### config.mk
export PLATFORM = sky130hd
export DESIGN_NAME = framebuffer_pixel_writer
export DESIGN_NICKNAME = d
export VERILOG_FILES = /design/src/sv/fbpw_pkg.sv /design/src/sv/fbpw_cfg.sv /design/src/sv/fbpw_input.sv /design/src/sv/fbpw_encode.sv /design/src/sv/fbpw_address.sv /design/src/sv/framebuffer_pixel_writer.sv
export SDC_FILE = /design/constraint.sdc
export NUM_CORES = 1
export LEC_CHECK = 0
export BUFFER_PORTS_ARGS = -buffer_cell sky130_fd_sc_hd__buf_4
export CORE_MARGIN = 2
export CORE_UTILIZATION = 55
export DETAILED_ROUTE_END_ITERATION = 16
export GPL_TIMING_DRIVEN = 0
export HOLD_SLACK_MARGIN = 0.03
export PLACE_DENSITY = 0.85
export RECOVER_POWER = 50
export SLEW_MARGIN = 20
export SYNTH_ARGS = -nofsm -noshare
export SYNTH_HDL_FRONTEND = slang
export SYNTH_SLANG_ARGS = --single-unit
### constraint.sdc
create_clock -name clk -period 5.9 [get_ports clk]
set_input_delay 1.18 -clock clk [delete_from_list [all_inputs] [get_ports clk]]
set_output_delay 1.18 -clock clk [all_outputs]
set_load 0.01 [all_outputs]
### src/sv/fbpw_pkg.sv
package fbpw_pkg;

    localparam int unsigned COORD_W   = 16;
    localparam int unsigned CHAN_W    = 8;
    localparam int unsigned WORD_W    = 32;
    localparam int unsigned SHIFT_W   = 5;
    localparam int unsigned FIELD_W   = 48;
    localparam int unsigned OFFSET_W  = 2 * COORD_W + 1;
    localparam int unsigned FMT_W     = 2;
    localparam int unsigned INDEX_W   = 3;
    localparam int unsigned CFG_W     = 48;
    localparam int unsigned IN_DATA_W = 2 * COORD_W + 3 * CHAN_W;
    localparam int unsigned OUT_DATA_W = FIELD_W + WORD_W;

    localparam int unsigned ADDR_BITS_DEFAULT = 48;

    localparam logic [FMT_W-1:0] FMT_RGB  = 2'd0;
    localparam logic [FMT_W-1:0] FMT_BGR  = 2'd1;
    localparam logic [FMT_W-1:0] FMT_MASK = 2'd2;

    localparam logic [INDEX_W-1:0] REG_PIXEL_FORMAT  = 3'd0;
    localparam logic [INDEX_W-1:0] REG_RED_MASK      = 3'd1;
    localparam logic [INDEX_W-1:0] REG_GREEN_MASK    = 3'd2;
    localparam logic [INDEX_W-1:0] REG_BLUE_MASK     = 3'd3;
    localparam logic [INDEX_W-1:0] REG_SCREEN_WIDTH  = 3'd4;
    localparam logic [INDEX_W-1:0] REG_SCREEN_HEIGHT = 3'd5;
    localparam logic [INDEX_W-1:0] REG_LINE_PITCH    = 3'd6;
    localparam logic [INDEX_W-1:0] REG_FRAME_BASE    = 3'd7;

    typedef struct packed {
        logic [FMT_W-1:0]   pixel_format;
        logic [WORD_W-1:0]  red_mask;
        logic [WORD_W-1:0]  green_mask;
        logic [WORD_W-1:0]  blue_mask;
        logic [SHIFT_W-1:0] red_shift;
        logic [SHIFT_W-1:0] green_shift;
        logic [SHIFT_W-1:0] blue_shift;
        logic [COORD_W-1:0] screen_width;
        logic [COORD_W-1:0] screen_height;
        logic [COORD_W-1:0] line_pitch;
        logic [FIELD_W-1:0] frame_base;
    } cfg_t;

    typedef struct packed {
        logic [CHAN_W-1:0]  blue;
        logic [CHAN_W-1:0]  green;
        logic [CHAN_W-1:0]  red;
        logic [COORD_W-1:0] pos_y;
        logic [COORD_W-1:0] pos_x;
    } pixel_t;

    typedef struct packed {
        logic [OFFSET_W-1:0] offset;
        logic [WORD_W-1:0]   pixel_word;
    } mid_t;

    typedef struct packed {
        logic [WORD_W-1:0]  pixel_word;
        logic [FIELD_W-1:0] write_address;
    } result_t;

    function automatic logic [WORD_W-1:0] place_channel(
        input logic [CHAN_W-1:0]  value,
        input logic [SHIFT_W-1:0] shift,
        input logic [WORD_W-1:0]  mask
    );
        logic [WORD_W-1:0] wide;
        wide = {{(WORD_W - CHAN_W){1'b0}}, value};
        return (wide << shift) & mask;
    endfunction

endpackage

### src/sv/fbpw_cfg.sv
module fbpw_cfg
    import fbpw_pkg::*;
(
    input  logic               clk,
    input  logic               rst_n,
    input  logic               cfg_valid,
    output logic               cfg_ready,
    input  logic [INDEX_W-1:0] cfg_index,
    input  logic [CFG_W-1:0]   cfg_data,
    output cfg_t               cfg
);

    cfg_t cfg_reg;
    cfg_t cfg_next;

    function automatic logic [SHIFT_W-1:0] low_set_bit(input logic [WORD_W-1:0] m);
        logic [SHIFT_W-1:0] pos;
        pos = '0;
        for (int i = WORD_W - 1; i >= 0; i--)
        begin
            if (m[i])
            begin
                pos = SHIFT_W'(i);
            end
        end
        return pos;
    endfunction

    assign cfg_ready = 1'b1;
    assign cfg       = cfg_reg;

    always_comb
    begin
        cfg_next = cfg_reg;
        if (cfg_valid)
        begin
            unique case (cfg_index)
                REG_PIXEL_FORMAT:
                begin
                    cfg_next.pixel_format = cfg_data[FMT_W-1:0];
                end
                REG_RED_MASK:
                begin
                    cfg_next.red_mask  = cfg_data[WORD_W-1:0];
                    cfg_next.red_shift = low_set_bit(cfg_data[WORD_W-1:0]);
                end
                REG_GREEN_MASK:
                begin
                    cfg_next.green_mask  = cfg_data[WORD_W-1:0];
                    cfg_next.green_shift = low_set_bit(cfg_data[WORD_W-1:0]);
                end
                REG_BLUE_MASK:
                begin
                    cfg_next.blue_mask  = cfg_data[WORD_W-1:0];
                    cfg_next.blue_shift = low_set_bit(cfg_data[WORD_W-1:0]);
                end
                REG_SCREEN_WIDTH:
                begin
                    cfg_next.screen_width = cfg_data[COORD_W-1:0];
                end
                REG_SCREEN_HEIGHT:
                begin
                    cfg_next.screen_height = cfg_data[COORD_W-1:0];
                end
                REG_LINE_PITCH:
                begin
                    cfg_next.line_pitch = cfg_data[COORD_W-1:0];
                end
                REG_FRAME_BASE:
                begin
                    cfg_next.frame_base = cfg_data[FIELD_W-1:0];
                end
                default:
                begin
                    cfg_next = cfg_reg;
                end
            endcase
        end
    end

    always_ff @(posedge clk or negedge rst_n)
    begin
        if (!rst_n)
        begin
            cfg_reg <= '0;
        end
        else
        begin
            cfg_reg <= cfg_next;
        end
    end

endmodule

### src/sv/fbpw_input.sv
module fbpw_input
    import fbpw_pkg::*;
(
    input  logic                 clk,
    input  logic                 rst_n,
    input  logic                 in_valid,
    output logic                 in_ready,
    input  logic [IN_DATA_W-1:0] in_data,
    output logic                 out_valid,
    input  logic                 out_ready,
    output pixel_t               out_pixel
);

    logic   valid_reg;
    logic   valid_next;
    pixel_t pixel_reg;
    logic   load;

    assign in_ready  = !valid_reg || out_ready;
    assign load      = in_valid && in_ready;
    assign out_valid = valid_reg;
    assign out_pixel = pixel_reg;

    always_comb
    begin
        valid_next = valid_reg;
        if (in_ready)
        begin
            valid_next = in_valid;
        end
    end

    always_ff @(posedge clk or negedge rst_n)
    begin
        if (!rst_n)
        begin
            valid_reg <= 1'b0;
        end
        else
        begin
            valid_reg <= valid_next;
        end
    end

    always_ff @(posedge clk)
    begin
        if (load)
        begin
            pixel_reg <= pixel_t'(in_data);
        end
    end

endmodule

### src/sv/fbpw_encode.sv
module fbpw_encode
    import fbpw_pkg::*;
(
    input  logic   clk,
    input  logic   rst_n,
    input  cfg_t   cfg,
    input  logic   in_valid,
    output logic   in_ready,
    input  pixel_t in_pixel,
    output logic   out_valid,
    input  logic   out_ready,
    output mid_t   out_mid
);

    logic                valid_reg;
    logic                valid_next;
    mid_t                mid_reg;
    mid_t                mid_next;
    logic                visible;
    logic                load;
    logic [2*COORD_W-1:0] row_start;

    assign in_ready  = !valid_reg || out_ready;
    assign load      = in_valid && in_ready;
    assign out_valid = valid_reg;
    assign out_mid   = mid_reg;

    assign visible = (in_pixel.pos_x < cfg.screen_width)
                  && (in_pixel.pos_y < cfg.screen_height);

    assign row_start = in_pixel.pos_y * cfg.line_pitch;

    always_comb
    begin
        mid_next.offset = OFFSET_W'(row_start) + OFFSET_W'(in_pixel.pos_x);
        case (cfg.pixel_format)
            FMT_BGR:
            begin
                mid_next.pixel_word = {{(WORD_W - 3 * CHAN_W){1'b0}},
                                       in_pixel.red, in_pixel.green, in_pixel.blue};
            end
            FMT_MASK:
            begin
                mid_next.pixel_word =
                    place_channel(in_pixel.red,   cfg.red_shift,   cfg.red_mask)
                  | place_channel(in_pixel.green, cfg.green_shift, cfg.green_mask)
                  | place_channel(in_pixel.blue,  cfg.blue_shift,  cfg.blue_mask);
            end
            default:
            begin
                mid_next.pixel_word = {{(WORD_W - 3 * CHAN_W){1'b0}},
                                       in_pixel.blue, in_pixel.green, in_pixel.red};
            end
        endcase
    end

    always_comb
    begin
        valid_next = valid_reg;
        if (in_ready)
        begin
            valid_next = in_valid && visible;
        end
    end

    always_ff @(posedge clk or negedge rst_n)
    begin
        if (!rst_n)
        begin
            valid_reg <= 1'b0;
        end
        else
        begin
            valid_reg <= valid_next;
        end
    end

    always_ff @(posedge clk)
    begin
        if (load)
        begin
            mid_reg <= mid_next;
        end
    end

endmodule

### src/sv/fbpw_address.sv
module fbpw_address
    import fbpw_pkg::*;
#(
    parameter int unsigned ADDR_BITS = ADDR_BITS_DEFAULT
)
(
    input  logic                  clk,
    input  logic                  rst_n,
    input  cfg_t                  cfg,
    input  logic                  in_valid,
    output logic                  in_ready,
    input  mid_t                  in_mid,
    output logic                  out_valid,
    input  logic                  out_ready,
    output logic [OUT_DATA_W-1:0] out_data
);

    localparam logic [FIELD_W-1:0] ADDR_MASK =
        (ADDR_BITS >= FIELD_W) ? {FIELD_W{1'b1}}
                               : FIELD_W'((64'd1 << ADDR_BITS) - 64'd1);

    logic               valid_reg;
    logic               valid_next;
    result_t            result_reg;
    result_t            result_next;
    logic               load;
    logic [FIELD_W-1:0] byte_offset;

    assign in_ready  = !valid_reg || out_ready;
    assign load      = in_valid && in_ready;
    assign out_valid = valid_reg;
    assign out_data  = OUT_DATA_W'(result_reg);

    assign byte_offset = FIELD_W'({in_mid.offset, 2'b00});

    always_comb
    begin
        result_next.write_address = (cfg.frame_base + byte_offset) & ADDR_MASK;
        result_next.pixel_word    = in_mid.pixel_word;
    end

    always_comb
    begin
        valid_next = valid_reg;
        if (in_ready)
        begin
            valid_next = in_valid;
        end
    end

    always_ff @(posedge clk or negedge rst_n)
    begin
        if (!rst_n)
        begin
            valid_reg <= 1'b0;
        end
        else
        begin
            valid_reg <= valid_next;
        end
    end

    always_ff @(posedge clk)
    begin
        if (load)
        begin
            result_reg <= result_next;
        end
    end

endmodule

### src/sv/framebuffer_pixel_writer.sv
// Framebuffer pixel writer.
// Input stream s_axis: one pixel write request per transaction (column, row,
// red, green, blue). Output stream m_axis: byte address and 32-bit pixel word
// of the framebuffer write. A request outside screen_width/screen_height
// gives no output transaction.
// Config channel cfg_*: register index and data; always ready, one register
// per transaction. Write it only while the pipeline is empty.
// A request accepted on s_axis passes the input, encode and result registers
// in turn to m_axis. Throughput: one request per clock while m_axis_tready
// is high; the y*pitch multiply sits in the encode stage and the base add in
// the result stage, each one register deep.
// Stall: each stage holds its transaction while the next is full and not
// taking; a stage that is empty or draining still accepts, so up to three
// requests are buffered while m_axis_tready is low.
// Reset: the configuration registers clear to zero, the pipeline empties, and
// every request is dropped until screen_width and screen_height are non-zero.
module framebuffer_pixel_writer
    import fbpw_pkg::*;
#(
    parameter int unsigned ADDR_BITS = ADDR_BITS_DEFAULT
)
(
    input  logic                  clk,
    input  logic                  rst_n,
    input  logic                  s_axis_tvalid,
    output logic                  s_axis_tready,
    input  logic [IN_DATA_W-1:0]  s_axis_tdata,   // pos_x, pos_y, red, green, blue
    output logic                  m_axis_tvalid,
    input  logic                  m_axis_tready,
    output logic [OUT_DATA_W-1:0] m_axis_tdata,   // write_address, pixel_word
    input  logic                  cfg_valid,
    output logic                  cfg_ready,
    input  logic [INDEX_W-1:0]    cfg_index,
    input  logic [CFG_W-1:0]      cfg_data
);

    cfg_t   cfg;
    logic   pix_valid;
    logic   pix_ready;
    pixel_t pix;
    logic   mid_valid;
    logic   mid_ready;
    mid_t   mid;

    fbpw_cfg u_cfg (
        .clk       (clk),
        .rst_n     (rst_n),
        .cfg_valid (cfg_valid),
        .cfg_ready (cfg_ready),
        .cfg_index (cfg_index),
        .cfg_data  (cfg_data),
        .cfg       (cfg)
    );

    fbpw_input u_input (
        .clk       (clk),
        .rst_n     (rst_n),
        .in_valid  (s_axis_tvalid),
        .in_ready  (s_axis_tready),
        .in_data   (s_axis_tdata),
        .out_valid (pix_valid),
        .out_ready (pix_ready),
        .out_pixel (pix)
    );

    fbpw_encode u_encode (
        .clk       (clk),
        .rst_n     (rst_n),
        .cfg       (cfg),
        .in_valid  (pix_valid),
        .in_ready  (pix_ready),
        .in_pixel  (pix),
        .out_valid (mid_valid),
        .out_ready (mid_ready),
        .out_mid   (mid)
    );

    fbpw_address #(
        .ADDR_BITS (ADDR_BITS)
    ) u_address (
        .clk       (clk),
        .rst_n     (rst_n),
        .cfg       (cfg),
        .in_valid  (mid_valid),
        .in_ready  (mid_ready),
        .in_mid    (mid),
        .out_valid (m_axis_tvalid),
        .out_ready (m_axis_tready),
        .out_data  (m_axis_tdata)
    );

endmodule

Word level (Yosys, flattened, before mapping)
Cells that the tools add are included.
- add/sub/neg operators: 2
- multipliers: 1
- divide/modulo/power cells: 0
- magnitude comparators: 2
- eq/ne operators: 9
- shift-type cells: 3
- multiplexer cells: 33
- bitwise gates (word level): 5
- reductions and logical operators: 20
- operators by type and width (kind ; count):
    5-bit 2-to-1 mux ; 32
    32-bit AND ; 3
    8-bit by 5-bit left shift with 32-bit output ; 3
    32-bit bitwise OR ; 2
    32-bit case mux with 2 select lines ; 1
    48-bit by 35-bit adder with 48-bit output ; 1
    32-bit by 16-bit adder with 33-bit output ; 1
    16-bit < comparator ; 2
    16-bit by 16-bit multiplier with 32-bit output ; 1
    2-bit AND reduction ; 8
    3-bit == test (second input constant) ; 4
    3-bit by 2-bit == test with 1-bit output (second input constant) ; 2
    1-bit logical AND ; 5
    3-bit by 1-bit == test with 1-bit output (second input constant) ; 1
    1-bit logical NOT ; 3
    3-bit logical NOT ; 1
    1-bit logical OR ; 3
    2-bit by 1-bit == test with 1-bit output (second input constant) ; 1
    2-bit == test (second input constant) ; 1
- flip-flop bits (word level): 413
- latch bits: 0
- bits in writable memories: 0
- memory bits (read-only): 0
- input port bits: 112
- output and inout port bits: 83
- logic and storage cells: 98
- memories: 0

Logic depth before layout (Yosys ltp)
Gate-level depths: netlist (run 1).
- depth after elaboration: 32
- depth in mapped cells: 24
- mapped depth without buffers: 23

Modules after synthesis
A second synthesis (run 1) with hierarchy kept.
- cell total of the unflattened synthesis: 2866
- area total of the unflattened synthesis: 29265.6 um^2
- modules (own cells, without submodules) (module ; times used ; cells an instance ; area an instance (um^2)):
    fbpw_encode ; 1 ; 1680 ; 14551.5
    fbpw_cfg ; 1 ; 693 ; 8190.4
    fbpw_address ; 1 ; 433 ; 4788.3
    fbpw_input ; 1 ; 60 ; 1735.4

Least setup slack after synthesis (run 1)
OpenSTA, ideal clock, no wires.
- kind: register to register
- from: register u_cfg.cfg_reg, in the netlist u_cfg.cfg[52]
- to: register u_encode.mid_reg, in the netlist u_encode.out_mid[63], data pin
- data arrival time: 5.958 ns
- setup slack: -0.317 ns
- cell stages (with the launch flop): 23
- path buffers: 2
- period minus slack after synthesis: 6.217 ns
- cell sequence: dfrtp_1 clkbuf_1 clkbuf_1 nand2_1 fa_1 inv_1 fa_1 inv_1 fa_1 fa_1 fa_1 fa_1 inv_1 ha_1 a21o_1 a21o_1 a21oi_1 nor2b_1 a41oi_1 a311o_1 a31o_2 a21boi_0 xnor2_1
- RTL lines (item ; RTL line ; text):
    from (decl) ; fbpw_cfg.sv:13 ; cfg_t cfg_reg;
    from (signal assigned) ; fbpw_cfg.sv:89 ; cfg_reg <= cfg_next;
    to (signal assigned) ; fbpw_encode.sv:82 ; mid_reg <= mid_next;
    to (decl) ; fbpw_encode.sv:17 ; mid_t mid_reg;

==> results of run 1 <==
logic make-up (layout without fill, tap and decap cells):
group | Yosys count | count (layout)
mux | 139 | 139
compound gates | 395 | 395
flops | 413 | 413
simple gates | 894 | 894
xor+xnor | 68 | 68
buf+inv | 463 | 805
other cells | 1 | 6
fa+ha+maj | 387 | 387
metal layers:
| metal | GRT usage [%] | vias up | routed length, µm |
|---|---|---|---|
| met4 | 20.2 | 0 | 6370 |
| met3 | 5.11 | 382 | 7040 |
| li1 | - | 9836 | - |
| met2 | 52.6 | 1328 | 40200 |
| met5 | 0 | - | 0 |
| met1 | 37.9 | 11000 | 30600 |
area by class of cell:
| cell class | instances | share of cell area (%) |
|---|---|---|
| Sequential cell | 413 | 34.1 |
| Inverter | 337 | 3.80 |
| Timing Repair Buffer | 263 | 6.10 |
| Multi-Input combinational cell | 1884 | 46.5 |
| Buffer | 122 | 2.11 |
| Clock inverter | 30 | 1.23 |
| Clock buffer | 53 | 3.56 |
| Antenna cell | 5 | 0.0375 |
| Tap cell | 680 | 2.55 |
layout by cell type, fill, tap and decap left out, drive strengths merged, types with 90 or more instances in the layout:
cell and instances:
a21oi 90, buf 216, clkbuf 222, dfrtp 212
edfxtp 201, fa 212, ha 175, inv 340
mux2 118, nand2 535, o21ai 118
stage by stage:
step	cell area, µm²	hold slack [ps]	util, %	std cells	worst slack, ps
global placement	30500	400	59.9	3621	-810
detailed placement	30700	405	60.1	3626	-966
finish	33300	410	65.4	3787	-390
CTS	33000	417	64.8	3757	-244
global route	33300	426	65.4	3786	-537
floorplan	28300	400	-	2760	3.35
critical path, delay by kind of cell, from the launching register on:
| family | cells | cell delay, ps |
|---|---|---|
| buffers and inverters | 7 | 590 |
| AND/OR/NAND/NOR | 3 | 480 |
| adder cells (fa/ha/maj) | 7 | 3310 |
| AO/OA/AOI/OAI | 6 | 1250 |
| flip-flops | 1 | 370 |
what timing repair did:
item                       4_1_cts  5_1_grt
hold buffers                     0        0
setup endpoints to repair       18       16
resized for setup              108       74
pin swaps                       43       55
buffers inserted                51       28
final timing paths:
| path | startpoint | end | slack, ps |
|---|---|---|---|
| setup reg to reg | u_cfg.cfg[52]$_DFFE_PN0P_ | u_encode.out_mid[62]$_DFFE_PP_ | -390 |
| hold reg to reg | u_encode.out_mid[25]$_DFFE_PP_ | u_address.out_data[73]$_DFFE_PP_ | 410 |
| min in group asynchronous | rst_n | u_cfg.cfg[47]$_DFFE_PN0P_ | 2050 |
| setup / recovery | u_cfg.cfg[52]$_DFFE_PN0P_ | u_encode.out_mid[62]$_DFFE_PP_ | -390 |
| hold / removal | u_encode.out_mid[25]$_DFFE_PP_ | u_address.out_data[73]$_DFFE_PP_ | 410 |
| max in group asynchronous | rst_n | u_cfg.cfg[161]$_DFFE_PN0P_ | 540 |
==> results.txt, run 1 <==
----------------------------------------------------
[Final layout]
  Footprint of the multi-input gates ... approximately 16,000 µm²
  Number of flip-flops under the largest register name ... 209
  Final-layout fill cell count ... approximately 3,800
  Fraction of final layout cells with drive strength greater than 1 ... 19.1%
  Layout Area Growth over Synthesis ... 18.0%
  Area occupied by registers ... 11,400 µm²
  Count of nets after finishing ... 3,565

[Worst hold path]
  Number of instances on the worst hold path ... 0
  Worst min-delay path class ... flip-flop to flip-flop

[Die]
  Die ar. ... 53,200 µm²
  Ports placed on the boundary ... slightly below 200
  Horizontal die dimension ... around 230 µm
  Height of the die ... roughly 230 µm
  Area of the core ... 51,000 µm²
  Count of standard-cell rows ... 83
  Starting utilization of the core area ... 55.4%

[STA]
  Setup violations, final ... 13
  Shortest period the worst path allows ... 6290 ps
  Skew final ... 36.2 ps
  Max Clock Freq ... 159 MHz
  Final clock period utilization by the worst path ... 107%
  Total negative slack for setup checks ... -2760 ps
  Setup slack of the critical path after layout ... -390 ps
  Slew of the pin with the lowest slew margin ... 4150 ps
  Final hold violations ... 0
  Max-slew violation count ... ~260
  Headroom to the max-slew limit ... -177%
  Unrepaired setup endpoints after global routing ... true

[Logic synthesis]
  Post-synthesis compound-gate area fraction ... ~9.1%
  Post-synth top flop ... dfrtp_1
  Number of unique standard cell types used by synthesis ... 70
  Number of nets in the synthesized netlist ... 3,259
  Proportion of register bits with asynchronous set or reset after synthesis ... 51.3%
  Cell types with the highest counts after synthesis ... nand2_1 (535), inv_1 (337), dfrtp_1 (212), fa_1 (212), edfxtp_1 (201)
  Most common cell in the synthesized netlist ... nand2_1
  Number of cells produced by synthesis ... 2,760
  Simple logic cell fraction of the synthesized area ... 14.2%
  Count of flip-flops with a built-in enable after synthesis ... 201
  Cell type with the largest total area after synthesis ... edfxtp_1
  Xor and xnor area share after synthesis ... under 10%
  Count of yosys warnings during synthesis ... 0
  Share of cell area taken by muxes after synthesis ... approximately 5.4%
  Syn_area_per_cell ... 10.2 µm²
  Top-area cell type share of the netlist area ... 21.4%
  Total standard cell area after synthesis ... 28,200 µm²
  Post-synthesis share of cell area spent on full adders, half adders and majority gates ... 22.8%
  Post-synthesis register bit count ... 413
  Synth top area cells ... edfxtp_1 (21%), dfrtp_1 (19%), fa_1 (15%), ha_1 (7.8%), nand2_1 (7.1%)
  Dominant combinational cell family by area after synthesis ... adder cells
  Post-synthesis sequential area ratio ... 40.2%

[CTS]
  CTS Root Buffer Type ... clkbuf_16
  Number of buffers added by the clock tree synthesis step ... 45
  TritonCTS clock tree ... built
  Sinks on Clock Net ... 413
  Source-to-sink clock delay at the later pin of the worst-skew pair ... 610 ps
  Clock slew seen by the registers of the worst setup and hold paths ... around 60 ps
  Max Buffers Root-to-Sink ... 3
  H-tree lvl count ... 2

[Global route]
  Wire length of the first global-routing pass ... 127 mm
  Total routing usage reported by global routing ... 31.4%
  Vias in the first global route ... 22,900
  Pin count of the biggest net entering global routing ... 90
  Antenna violations before repair ... 6
  Total overflow reported by the global router ... 0

[Detailed routing]
  Count of antenna-violating nets left after detailed routing ... 0
  Initial DRC Count ... 2,241
  Pre-Repair DR Iteration Count ... 6
  DR vias ... 22,500
  Via-to-Cell Ratio ... 5.95
  Wirelength per Cell ... 22.2 µm
  Remaining DRCs ... 0
  DRT Wirelength ... about 84 mm

[Worst setup path]
  Crit path arrival time ... 6610 ps
  CP Class ... flip-flop to flip-flop
  Longest individual stage delay on the worst path ... about 570 ps
  CP Capture Type ... flip-flop
  CP Cell Sequence ... buf_8 > clkbuf_8 > nand2_1 > fa_1 > inv_1 > fa_1 > inv_1 > fa_1 > fa_1 > inv_1 > fa_1 > inv_1 > fa_1 > inv_1 > ha_4 > a21oi_2 > o21ai_2 > a21o_1 > a21oi_2 > nor4bb_4 > nor3_2 > o21a_1 > a311o_1
  Most frequent cell on the critical path ... fa_1
  CP max stage cell ... fa_1
  Critical Path RT ... around 6200 ps
  Highest net fanout along the worst path ... 10
  Crit path launch type ... flip-flop
  R2r worst-path depth ... 23

[Placed design]
  HPWL Detailed ... 61.6 mm
  RePlAce Congestion ... around 1.0
  Number of I/O port buffers ... between 150 and 200

[Status]
  Outcome ... finished, violations left
  Failing checks ... max-capacitance violations, max-slew violations, negative setup slack

[Flow run]
  Max-cap violation count ... 6

----------------------------------------------------
Power of run 1 is left out: the tool's default activity adds up to more than one toggle a clock period on the data nets, which glitch-free logic cannot reach.
==> run 2, diff against run 1 <==
--- a/config.mk
+++ b/config.mk
@@ -6,6 +6,7 @@
 export NUM_CORES = 1
 export LEC_CHECK = 0
 export BUFFER_PORTS_ARGS = -buffer_cell sky130_fd_sc_hd__buf_4
+export CORE_ASPECT_RATIO = 2
 export CORE_MARGIN = 2
 export CORE_UTILIZATION = 55
 export DETAILED_ROUTE_END_ITERATION = 16
==> run 2 against run 1 <==
Net effect: critical path depth is the same; largest cell class unchanged; the run still ends with max-capacitance violations, max-slew violations, negative setup slack left; flip-flop and latch count unchanged; global-route usage is 5.4 points higher; final cell count down 1.3%; critical endpoint is now u_encode.out_mid[57]$_DFFE_PP_; non-clock buffer count shrank 10; routed wire length increased by 17%; worst setup slack worse by 160 ps.
==> results.txt, run 2 (synthesis gave the netlist of run 1 again) <==
----------------------------------------------------
[Detailed routing]
  Pre-Repair DR Iteration Count ... 5 (-1)
  Via-to-Cell Ratio ... 6.17 (+3.6%)
  Count of antenna-violating nets left after detailed routing ... 0 (unchanged)
  Remaining DRCs ... 0 (unchanged)
  Wirelength per Cell ... 26.3 µm (+18%)
  DRT Wirelength ... 98.4 mm (+17%)
  DR vias ... 23,100 (+2.3%)
  Initial DRC Count ... 1,780 (-21%)

[Worst setup path]
  CP Cell Sequence ... buf_6 > and2_4 > fa_1 > inv_2 > fa_1 > inv_1 > fa_1 > inv_2 > fa_1 > fa_1 > fa_1 > inv_2 > ha_4 > a21o_1 > a21o_1 > a21oi_4 > nor2b_4 > a41oi_4 > a311o_1 > buf_4 > a21o_1 > a21oi_2 > xnor2_1
  Startpoint of the most critical register-to-register path ... u_input.out_pixel[17]$_DFFE_PP_
  Highest net fanout along the worst path ... 2 (-8)
  CP Capture Type ... flip-flop
  WP depth ... 23 (unchanged)
  Crit path arrival time ... 6760 ps (+150 ps)
  CP max stage cell ... fa_1
  CP Class ... flip-flop to flip-flop
  Most frequent cell on the critical path ... fa_1
  Critical Path RT ... 6220 ps (about the same)
  Crit path launch type ... flip-flop
  Endpoint of the most critical register-to-register path ... u_encode.out_mid[57]$_DFFE_PP_
  R2r worst-path depth ... 23 (unchanged)
  Top delay family on crit path ... adder cells
  Reg-to-reg slack, setup ... -550 ps (-160 ps)
  Longest individual stage delay on the worst path ... 550 ps (-20 ps)
  Buffer and inverter count on the worst path ... 6 (-1)

[Die]
  Area of the core ... 50,800 µm² (-0.38%)
  Starting utilization of the core area ... 55.6% (+0.21 points)
  Count of standard-cell rows ... 117 (+41%)
  Horizontal die dimension ... 164 µm (-29%)
  Die ar. ... 53,300 µm² (+0.21%)
  Ports placed on the boundary ... 195 (unchanged)
  Height of the die ... 324 µm (+41%)

[STA]
  Final clock period utilization by the worst path ... 109% (+2.7 points)
  Skew final ... 23.1 ps (-13.1 ps)
  Shortest period the worst path allows ... 6450 ps (+158 ps)
  Unrepaired setup endpoints after global routing ... true
  Headroom to the max-slew limit ... -73.5% (+100 points)
  Setup slack of the critical path after layout ... -548 ps (-158 ps)
  Max-slew violation count ... 328 (+28%)
  Final hold violations ... 0 (unchanged)
  Max Clock Freq ... 155 MHz (-2.5%)
  Setup violations, final ... 15 (+2)
  Slew of the pin with the lowest slew margin ... 2600 ps (-1550 ps)

[Placed design]
  Cell Count Post-Placement ... 3,600 (-0.72%)
  Number of I/O port buffers ... 181 (unchanged)
  RePlAce Congestion ... 1.02 (+2.7%)
  Area post-placement ... 30,600 µm² (about the same)
  HPWL Detailed ... 72.4 mm (+17%)

[Global route]
  Antenna violations before repair ... 2 (-4)
  Pin count of the biggest net entering global routing ... 100 (+11%)
  Vias in the first global route ... 24,300 (+6.0%)
  Total routing usage reported by global routing ... 36.8% (+5.4 points)
  Wire length of the first global-routing pass ... 143 mm (+12%)
  Total overflow reported by the global router ... 0 (unchanged)

[Status]
  Failing checks ... max-capacitance violations, max-slew violations, negative setup slack
  Outcome ... finished, violations left

[Flow run]
  Max-cap violation count ... 8 (+2)

[CTS]
  Number of buffers inserted for hold repair after clock tree synthesis ... 0 (unchanged)
  Source-to-sink clock delay at the later pin of the worst-skew pair ... 590 ps (-20 ps)
  CTS Root Buffer Type ... clkbuf_16
  TritonCTS clock tree ... built
  Max Buffers Root-to-Sink ... 3 (unchanged)
  Sinks on Clock Net ... 413 (unchanged)
  Clock slew seen by the registers of the worst setup and hold paths ... 60 ps (about the same)
  Number of buffers added by the clock tree synthesis step ... 40 (-11%)
  H-tree lvl count ... 2 (unchanged)

[Final layout]
  Count of placed standard cells in the final layout, fillers left out ... 3,738 (-1.3%)
  Layout Area Growth over Synthesis ... 17.1%
  Fraction of final layout cells with drive strength greater than 1 ... 18.3% (-0.82 points)
  Highest-count cells in the layout ignoring fill and taps ... nand2_1 (532), inv_1 (330), fa_1 (205), edfxtp_1 (201), dfrtp_1 (201)
  Number of flip-flops under the largest register name ... 209 (unchanged)
  Final std cell area, no fill ... 33,100 µm² (-0.81%)
  Count of nets after finishing ... 3,550 (-0.42%)
  Most frequent standard cell in the layout excluding fill and tap cells ... nand2_1

[Worst hold path]
  Worst min-delay path class ... flip-flop to flip-flop
  Hold path endpoint ... u_address.out_data[59]$_DFFE_PP_
  Source of the worst hold timing path ... u_encode.out_mid[11]$_DFFE_PP_
  Number of instances on the worst hold path ... 0 (unchanged)

----------------------------------------------------
run 2: changes by cell type in the layout (fill, tap and decap cells not counted), moves of 6 or more:
cell | before | now
buf_6 | 14 | 21
buf_4 | 186 | 180
inv_2 | 23 | 6
clkbuf_8 | 15 | 7
inv_1 | 313 | 330
bufinv_16 | 8 | 1
run 2: worst reg2reg max path, cell delays in order, from the launching register on:
cell	delay (ps)
edfxtp_1	450
buf_6	190
and2_4	170
fa_1	550
inv_2	50
fa_1	540
inv_1	50
fa_1	510
inv_2	50
fa_1	530
fa_1	460
fa_1	540
inv_2	60
ha_4	250
a21o_1	170
a21o_1	190
a21oi_4	200
nor2b_4	210
a41oi_4	60
a311o_1	400
buf_4	170
a21o_1	160
a21oi_2	140
xnor2_1	100
run 2: timing repair:
| action | in CTS | in global routing |
|---|---|---|
| pin swaps | 30 | 37 |
| resized for setup | 101 | 96 |
| setup endpoints to repair | 19 | 18 |
| setup buffers | 50 | 26 |
run 2: worst max path at each step:
stage / from / end
final: u_input.out_pixel[17]$_DFFE_PP_ / u_encode.out_mid[57]$_DFFE_PP_
after CTS: u_input.out_pixel[17]$_DFFE_PP_ / u_encode.out_mid[57]$_DFFE_PP_
after global placement: u_input.out_pixel[21]$_DFFE_PP_ / u_encode.out_mid[62]$_DFFE_PP_
after global routing: u_input.out_pixel[17]$_DFFE_PP_ / u_encode.out_mid[57]$_DFFE_PP_
after detailed placement: u_input.out_pixel[21]$_DFFE_PP_ / u_encode.out_mid[62]$_DFFE_PP_
after floorplan: u_input.out_pixel[29]$_DFFE_PP_ / u_encode.out_mid[62]$_DFFE_PP_
run 2: layout make-up:
type / instances / area [µm²]
fillers: 3838 / 17700
multi-input cells: 1884 / 15600
flip-flops and latches: 413 / 11400
repair buffers: 256 / 2000
inverters: 337 / 1270
clock buffers: 53 / 1190
well taps: 654 / 818
plain buffers: 119 / 693
clock inverters: 20 / 164
diodes: 2 / 5.00
run 2: routing by layer:
layer | GRT usage, % | part of all wire, %
met5 | 0 | 0.010
met4 | 38.1 | 14
met3 | 6.66 | 6.8
met2 | 65.5 | 51
met1 | 32.8 | 28
run 2: through the flow:
| stage | setup TNS, ps | setup WS (ps) | util (%) | hold WS (ps) |
|---|---|---|---|---|
| finish | -5560 | -548 | 65.1 | 418 |
| detailed placement | -15850 | -1390 | 60.3 | 406 |
| CTS | -4420 | -500 | 64.5 | 421 |
| floorplan | 0 | 3.35 | - | 400 |
| global placement | -14930 | -1350 | 60.0 | 401 |
| global route | -28160 | -683 | 65.1 | 426 |
Power of run 2 is left out for the same reason.
